<file path="config.mk">
export PLATFORM = sky130hd
export DESIGN_NAME = emoji_base64_codec_unit
export DESIGN_NICKNAME = d
export VERILOG_FILES = /design/src/rtl/core/emb64_pkg.sv /design/src/rtl/core/emb64_fmt.sv /design/src/rtl/core/emoji_base64_codec_unit.sv
export SDC_FILE = /design/constraint.sdc
export NUM_CORES = 1
export LEC_CHECK = 0
export ABC_CLOCK_PERIOD_IN_PS = 6470
export CAP_MARGIN = 20
export CORE_ASPECT_RATIO = 1.4
export CORE_UTILIZATION = 45
export CTS_BUF_LIST = sky130_fd_sc_hd__clkbuf_8
export DETAILED_ROUTE_END_ITERATION = 6
export DONT_BUFFER_PORTS = 1
export SYNTH_ARGS = -nofsm -noshare
export SYNTH_HDL_FRONTEND = slang
export SYNTH_SLANG_ARGS = --single-unit
</file>
<file path="constraint.sdc">
create_clock -name clk_i -period 6.47 [get_ports clk_i]
set_input_delay 0.9705 -clock clk_i [delete_from_list [all_inputs] [get_ports clk_i]]
set_output_delay 0.9705 -clock clk_i [all_outputs]
set_load 0.1 [all_outputs]
</file>
<file path="src/rtl/core/emb64_pkg.sv">
// Shared constants, types and symbol functions for the emoji Base64 codec.
package emb64_pkg;

  localparam logic ModeEncode = 1'b0;
  localparam logic ModeDecode = 1'b1;

  localparam logic RegMode = 1'b0;

  localparam logic [20:0] SymBaseCp = 21'h1F5FB;
  localparam logic [20:0] PadCp     = 21'h1F47E;
  localparam logic [6:0]  PadIndex  = 7'd64;
  localparam logic [19:0] SymCount  = 20'd64;

  localparam logic [3:0] EncLast  = 4'd2;
  localparam logic [3:0] DecLast  = 4'd15;
  localparam logic [4:0] EncCount = 5'd16;

  typedef logic [15:0][7:0] group_t;

  typedef struct packed {
    group_t     data;
    logic [4:0] count;
  } burst_t;

  // Four UTF-8 bytes of a code point, first byte in the low bits.
  function automatic logic [31:0] utf8_char(input logic [20:0] cp);
    utf8_char = {2'b10, cp[5:0], 2'b10, cp[11:6], 2'b10, cp[17:12], 5'b11110, cp[20:18]};
  endfunction

  function automatic logic [20:0] sym_cp(input logic [5:0] idx);
    sym_cp = SymBaseCp + {15'd0, idx};
  endfunction

  // Map the 20 value bits of one character to 0..63, or to the pad index.
  function automatic logic [6:0] char_index(input logic [31:0] c);
    logic [19:0] v;
    logic [19:0] off;
    v   = {c[1:0], c[13:8], c[21:16], c[29:24]};
    off = v - SymBaseCp[19:0];
    if (v >= SymBaseCp[19:0] && off < SymCount) begin
      char_index = {1'b0, off[5:0]};
    end else begin
      char_index = PadIndex;
    end
  endfunction

endpackage

</file>
<file path="src/rtl/core/emb64_fmt.sv">
// Group formatter: turns a complete group into its burst of result bytes.
module emb64_fmt (
  input  logic                  mode_i,
  input  emb64_pkg::group_t     group_i,
  input  logic [3:0]            fill_i,
  output emb64_pkg::burst_t     burst_o
);

  logic       have2;
  logic       have3;
  logic [7:0] b0;
  logic [7:0] b1;
  logic [7:0] b2;
  logic [6:0] p0;
  logic [6:0] p1;
  logic [6:0] p2;
  logic [6:0] p3;

  always_comb begin
    have2 = fill_i >= 4'd1;
    have3 = fill_i >= 4'd2;
    b0    = group_i[0];
    b1    = have2 ? group_i[1] : 8'h00;
    b2    = have3 ? group_i[2] : 8'h00;
    p0    = emb64_pkg::char_index(group_i[3:0]);
    p1    = emb64_pkg::char_index(group_i[7:4]);
    p2    = emb64_pkg::char_index(group_i[11:8]);
    p3    = emb64_pkg::char_index(group_i[15:12]);
    burst_o = '0;
    case (mode_i)
      emb64_pkg::ModeEncode: begin
        burst_o.data[3:0]   = emb64_pkg::utf8_char(emb64_pkg::sym_cp(b0[7:2]));
        burst_o.data[7:4]   = emb64_pkg::utf8_char(emb64_pkg::sym_cp({b0[1:0], b1[7:4]}));
        burst_o.data[11:8]  = have2 ?
            emb64_pkg::utf8_char(emb64_pkg::sym_cp({b1[3:0], b2[7:6]})) :
            emb64_pkg::utf8_char(emb64_pkg::PadCp);
        burst_o.data[15:12] = have3 ?
            emb64_pkg::utf8_char(emb64_pkg::sym_cp(b2[5:0])) :
            emb64_pkg::utf8_char(emb64_pkg::PadCp);
        burst_o.count       = emb64_pkg::EncCount;
      end
      emb64_pkg::ModeDecode: begin
        burst_o.data[0] = {p0[5:0], p1[5:4]};
        burst_o.data[1] = {p1[3:0], p2[5:2]};
        burst_o.data[2] = {p2[1], p2[0] | p3[6], p3[5:0]};
        if (p2 == emb64_pkg::PadIndex) begin
          burst_o.count = 5'd1;
        end else if (p3 == emb64_pkg::PadIndex) begin
          burst_o.count = 5'd2;
        end else begin
          burst_o.count = 5'd3;
        end
      end
      default: begin
        burst_o = '0;
      end
    endcase
  end

endmodule

</file>
<file path="src/rtl/core/emoji_base64_codec_unit.sv">
// Emoji Base64 codec top level: input register, group store, burst buffer, APB register.
//
// Streams bytes in on s_axis (tlast ends the stream) and bytes out on m_axis (tlast marks
// the final byte caused by one input transaction). Register mode at address 0 selects
// encode (0) or decode (1); writing it discards a partial group. The user must write it
// only while idle; the block itself does not enforce this. Input transactions that do
// not complete a group are taken every cycle. A completing transaction loads a burst
// buffer that sends one byte per cycle while m_axis_tready is high, and it waits in the
// input register until that buffer is empty. Encode: a 3-byte group gives 16 bytes, so
// the output serializer sets the rate. Decode: 16 input bytes give 1 to 3 bytes,
// sustaining one input byte per cycle while the output does not stall.
module emoji_base64_codec_unit (
  input  logic        clk_i,
  input  logic        rst_ni,
  input  logic        s_axis_tvalid,
  output logic        s_axis_tready,
  input  logic [7:0]  s_axis_tdata,   // [7:0] in_byte
  input  logic        s_axis_tlast,
  output logic        m_axis_tvalid,
  input  logic        m_axis_tready,
  output logic [7:0]  m_axis_tdata,   // [7:0] out_byte
  output logic        m_axis_tlast,
  input  logic        psel,
  input  logic        penable,
  input  logic        pwrite,
  input  logic [2:0]  paddr,
  input  logic [31:0] pwdata,
  output logic [31:0] prdata,
  output logic        pready
);

  logic              mode_q;
  logic              in_vld_q;
  logic [7:0]        in_byte_q;
  logic              in_eos_q;
  logic [3:0]        fill_q;
  logic [3:0]        fill_d;
  emb64_pkg::group_t store_q;
  emb64_pkg::group_t grp;
  emb64_pkg::group_t obuf_q;
  logic [4:0]        rem_q;
  logic [3:0]        eff_fill;
  logic              done;
  logic              advance;
  logic              load;
  logic              xfer;
  logic              cfg_wr;
  emb64_pkg::burst_t burst;

  assign pready = 1'b1;
  assign prdata = {31'd0, mode_q};
  assign cfg_wr = psel && penable && pwrite && pready && (paddr[2] == emb64_pkg::RegMode);

  always_comb begin
    eff_fill = fill_q;
    if (mode_q == emb64_pkg::ModeEncode && fill_q > emb64_pkg::EncLast) begin
      eff_fill = 4'd0;
    end
    if (mode_q == emb64_pkg::ModeEncode) begin
      done = (eff_fill == emb64_pkg::EncLast) || in_eos_q;
    end else begin
      done = eff_fill == emb64_pkg::DecLast;
    end
    for (int k = 0; k < 16; k++) begin
      grp[k] = (eff_fill == 4'(k)) ? in_byte_q : store_q[k];
    end
    advance = in_vld_q && (!done || rem_q == 5'd0);
    load    = advance && done;
    fill_d  = (done || in_eos_q) ? 4'd0 : eff_fill + 4'd1;
  end

  assign s_axis_tready = !in_vld_q || advance;
  assign m_axis_tvalid = rem_q != 5'd0;
  assign m_axis_tdata  = obuf_q[0];
  assign m_axis_tlast  = rem_q == 5'd1;
  assign xfer          = m_axis_tvalid && m_axis_tready;

  emb64_fmt u_fmt (
    .mode_i  (mode_q),
    .group_i (grp),
    .fill_i  (eff_fill),
    .burst_o (burst)
  );

  always_ff @(posedge clk_i or negedge rst_ni) begin
    if (!rst_ni) begin
      mode_q   <= emb64_pkg::ModeEncode;
      in_vld_q <= 1'b0;
      fill_q   <= 4'd0;
      rem_q    <= 5'd0;
    end else begin
      if (s_axis_tready) begin
        in_vld_q <= s_axis_tvalid;
      end
      if (cfg_wr) begin
        mode_q <= pwdata[0];
        fill_q <= 4'd0;
      end else if (advance) begin
        fill_q <= fill_d;
      end
      if (load) begin
        rem_q <= burst.count;
      end else if (xfer) begin
        rem_q <= rem_q - 5'd1;
      end
    end
  end

  always_ff @(posedge clk_i) begin
    if (s_axis_tvalid && s_axis_tready) begin
      in_byte_q <= s_axis_tdata;
      in_eos_q  <= s_axis_tlast;
    end
    if (advance) begin
      store_q[eff_fill] <= in_byte_q;
    end
    if (load) begin
      obuf_q <= burst.data;
    end else if (xfer) begin
      obuf_q <= {8'h00, obuf_q[15:1]};
    end
  end

  assert property (@(posedge clk_i) disable iff (!rst_ni) rem_q <= emb64_pkg::EncCount)
    else $error("burst count above group size");

  assert property (@(posedge clk_i) disable iff (!rst_ni) load |-> rem_q == 5'd0)
    else $error("burst loaded over pending bytes");

  assert property (@(posedge clk_i) disable iff (!rst_ni)
      xfer && m_axis_tlast |=> !m_axis_tvalid)
    else $error("output valid right after final byte of a burst");

  assert property (@(posedge clk_i) disable iff (!rst_ni)
      load && mode_q == emb64_pkg::ModeDecode |=> rem_q >= 5'd1 && rem_q <= 5'd3)
    else $error("decode burst length out of range");

endmodule

</file>
==> results.toml <==
[placed_design]
port_buffers = 0
gp_congestion = 0.900
dp_hpwl_mm = 22.6
dp_cells = 1551

[detailed_routing]
routed_wl_mm = 33.6
routedWlPerCell_um = 20.8
via_per_inst = 5.83
first_iter_violations = 681
vias = 9423
remaining_drc_errors = 0
drtAntennaViolNets = 0
first_pass_iters = 5

[cts]
ctsResizeCount = 0
path_clk_slew_ps = 60
cts_hold_buffers = 0
clk_path_buf_depth = 3
root_buffer = "clkbuf_8"
cts_max_level = 2
cts.sinks = 234
insertion_delay_ps = 570
cts_tree = "done"
cts_setup_buffers = 0
numCtsBuffers = 39

[critical_path]
cp-start-kind = "flop"
arrival_ps = 5070
reg2reg_depth = 13
worstPathRequired_ps = 6870
crit_start = "fill_q[3]$_DFFE_PN0P_"
worstReg2RegStart = "fill_q[3]$_DFFE_PN0P_"
crit_path_end_kind = "flop"
cp_max_fo = 19
crit_type = "flop to flop"

[timing]
setup_tns_ps = 0
rsz0062_at_grt = "false"
fmax_ghz = 0.214
setup_viol = 0
timing.final.max_slew_violations = 0
period_share_pct = 72.3
fin_crit_ps = 4680
tightest_slew_ps = 991
relSlewSlack_pct = 33.9
hold_violations = 0
finClkSkew_ps = 36.1

[floorplan]
io-pin-count = 95
num_rows = 73
die_w_um = 146
dieArea_um2 = 29900
die_h_um = 204
core_area_um2 = 28600
initial_core_util_pct = 46.0

[pwr]
clockPowerShare_pct = 25.1
cellPowerDensity_nw_per_um2 = 354
p_seq_share_pct = 48.4
p_leak_uw = 0.00503
switching_share_pct = 35.4
ir_drop_v = 0.000141
power_switching_uw = 1740
combPwrFrac_pct = 26.5
p_int_uw = 3180

[synthesis]
syn_area_um2 = 13100
synth.distinct_cells = 94
synth_seq_cells = 234
synthCells = 1235
synthTopCellsByArea = "edfxtp_1, nor2_1, nand2_1"
syn_area_per_cell_um2 = 10.6
yosys.area.top_type = "edfxtp_1"
seq_area_frac_synth_pct = 53.0
synth_top_area_share_pct = 50.9
ys_warn_count = 0
synth_ff_type = "edfxtp_1"
synthArstFlopShare_pct = 4.70
synth_edf_count = 223

[cells_and_area]
final_cell_mix = "edfxtp_1, nor2_1, nand2_1, o21ai_0, a21oi_1"
antenna_cells = 0
synthToLayoutAreaGrowth_pct = 5.95
final_common_cell = "edfxtp_1"
nNetsFinal = 1278
final_util_pct = 48.7
layoutNonFillerInstCount = 1615
fillCellCount = 2625
drive_gt1_share_pct = 9.68

[flow_run]
cap_violations = 0

[global_routing]
grt_pass1_vias = 9338
grt_max_degree = 90
gr-total-overflow = 0
grt_pass1_wl_mm = 52.6
grt.total_usage_pct = 23.1
antenna_found_initial = 0

[run_status]
run_status = "completed"

[worst_hold_path]
hp-class = "primary input to async pin"
worst max-delay path, stage by stage (launching register included):
cell	delay [ps]
dfrtp_1	830
nand3_1	600
nor2_1	490
nand2_1	120
nand2_1	90
ha_1	200
inv_1	70
a2111o_1	390
a22oi_1	330
o311ai_0	210
mux2i_1	190
o2111ai_1	240
or3_1	490
o31ai_1	250
cell families after synthesis:
logic type	share of synthesized area, %
AND/OR/NAND/NOR	18.0
AO/OA/AOI/OAI	13.9
flip-flops	53.0
buffers and inverters	5.85
multiplexers	5.25
XOR/XNOR	3.00
adder cells (fa/ha/maj)	0.952
other	0.0571
synthesized netlist by cell type (23+ instances only):
cell type,instances
nor3_1,27
nor2_1,152
nand3_1,34
xnor2_1,30
o21ai_0,58
buf_4,44
a21oi_1,56
clkbuf_1,37
and2_1,35
nand2_1,130
edfxtp_1,223
mux2i_1,44
inv_1,23
metal layers:
| layer | vias up | global-route usage (%) | routed length [um] |
|---|---|---|---|
| met5 | - | 0 | 0 |
| met4 | 0 | 11.2 | 1470 |
| met3 | 83 | 3.91 | 2120 |
| met2 | 325 | 39.9 | 16500 |
| met1 | 4535 | 28.0 | 13600 |
| li1 | 4480 | - | - |
power groups by stage:
stage	clock, uW	combinational [uW]	sequential (uW)
after floorplan	0	1190	2240
after global placement	0	1290	2400
after detailed placement	0	1310	2410
after CTS	1280	1310	2390
after global routing	1340	1450	2420
final	1240	1310	2380
path summary, 6_finish.rpt:
check                           slack [ps]                    to
worst max-delay path                  1790  obuf_q[21]$_DFFE_PP_
max in group asynchronous             6280    mode_q$_DFFE_PN0P_
worst min register to register         510  obuf_q[88]$_DFFE_PP_
min in group clk_i                     510  obuf_q[88]$_DFFE_PP_
worst min-delay path                    90  rem_q[0]$_DFFE_PN0P_
worst max register to register        1790  obuf_q[21]$_DFFE_PP_
registers in the layout, indices dropped and copies added (netlist names):
signal        flops
fill_q            4
obuf_q          116
in_eos_q          1
store_q          90
mode_q            1
rem_q             5
in_byte_q         8
in_vld_q          1
m_axis_tdata      8
per-stage QoR:
| stage | area, um2 | setup slack, ps | total power, uW | hold WS [ps] |
|---|---|---|---|---|
| floorplan | 13300 | 885 | 3430 | 461 |
| global placement | 13200 | 1930 | 3700 | 484 |
| detailed placement | 13200 | 1910 | 3720 | 495 |
| CTS | 13900 | 1880 | 4980 | 57.9 |
| global route | 13900 | 1430 | 5210 | 52.4 |
| finish | 13900 | 1790 | 4930 | 88.2 |
cell type report:
type / instances / area (um2) / share of cell area, %
multi-input combinational: 895 / 5530 / 39.7
clock inverter: 24 / 155 / 1.11
clock buffer: 40 / 551 / 3.95
tap: 375 / 469 / 3.37
sequential: 234 / 6970 / 50.1
inverter: 27 / 101 / 0.728
timing repair buffer: 20 / 150 / 1.08
Power figures use the tool's default switching activity.
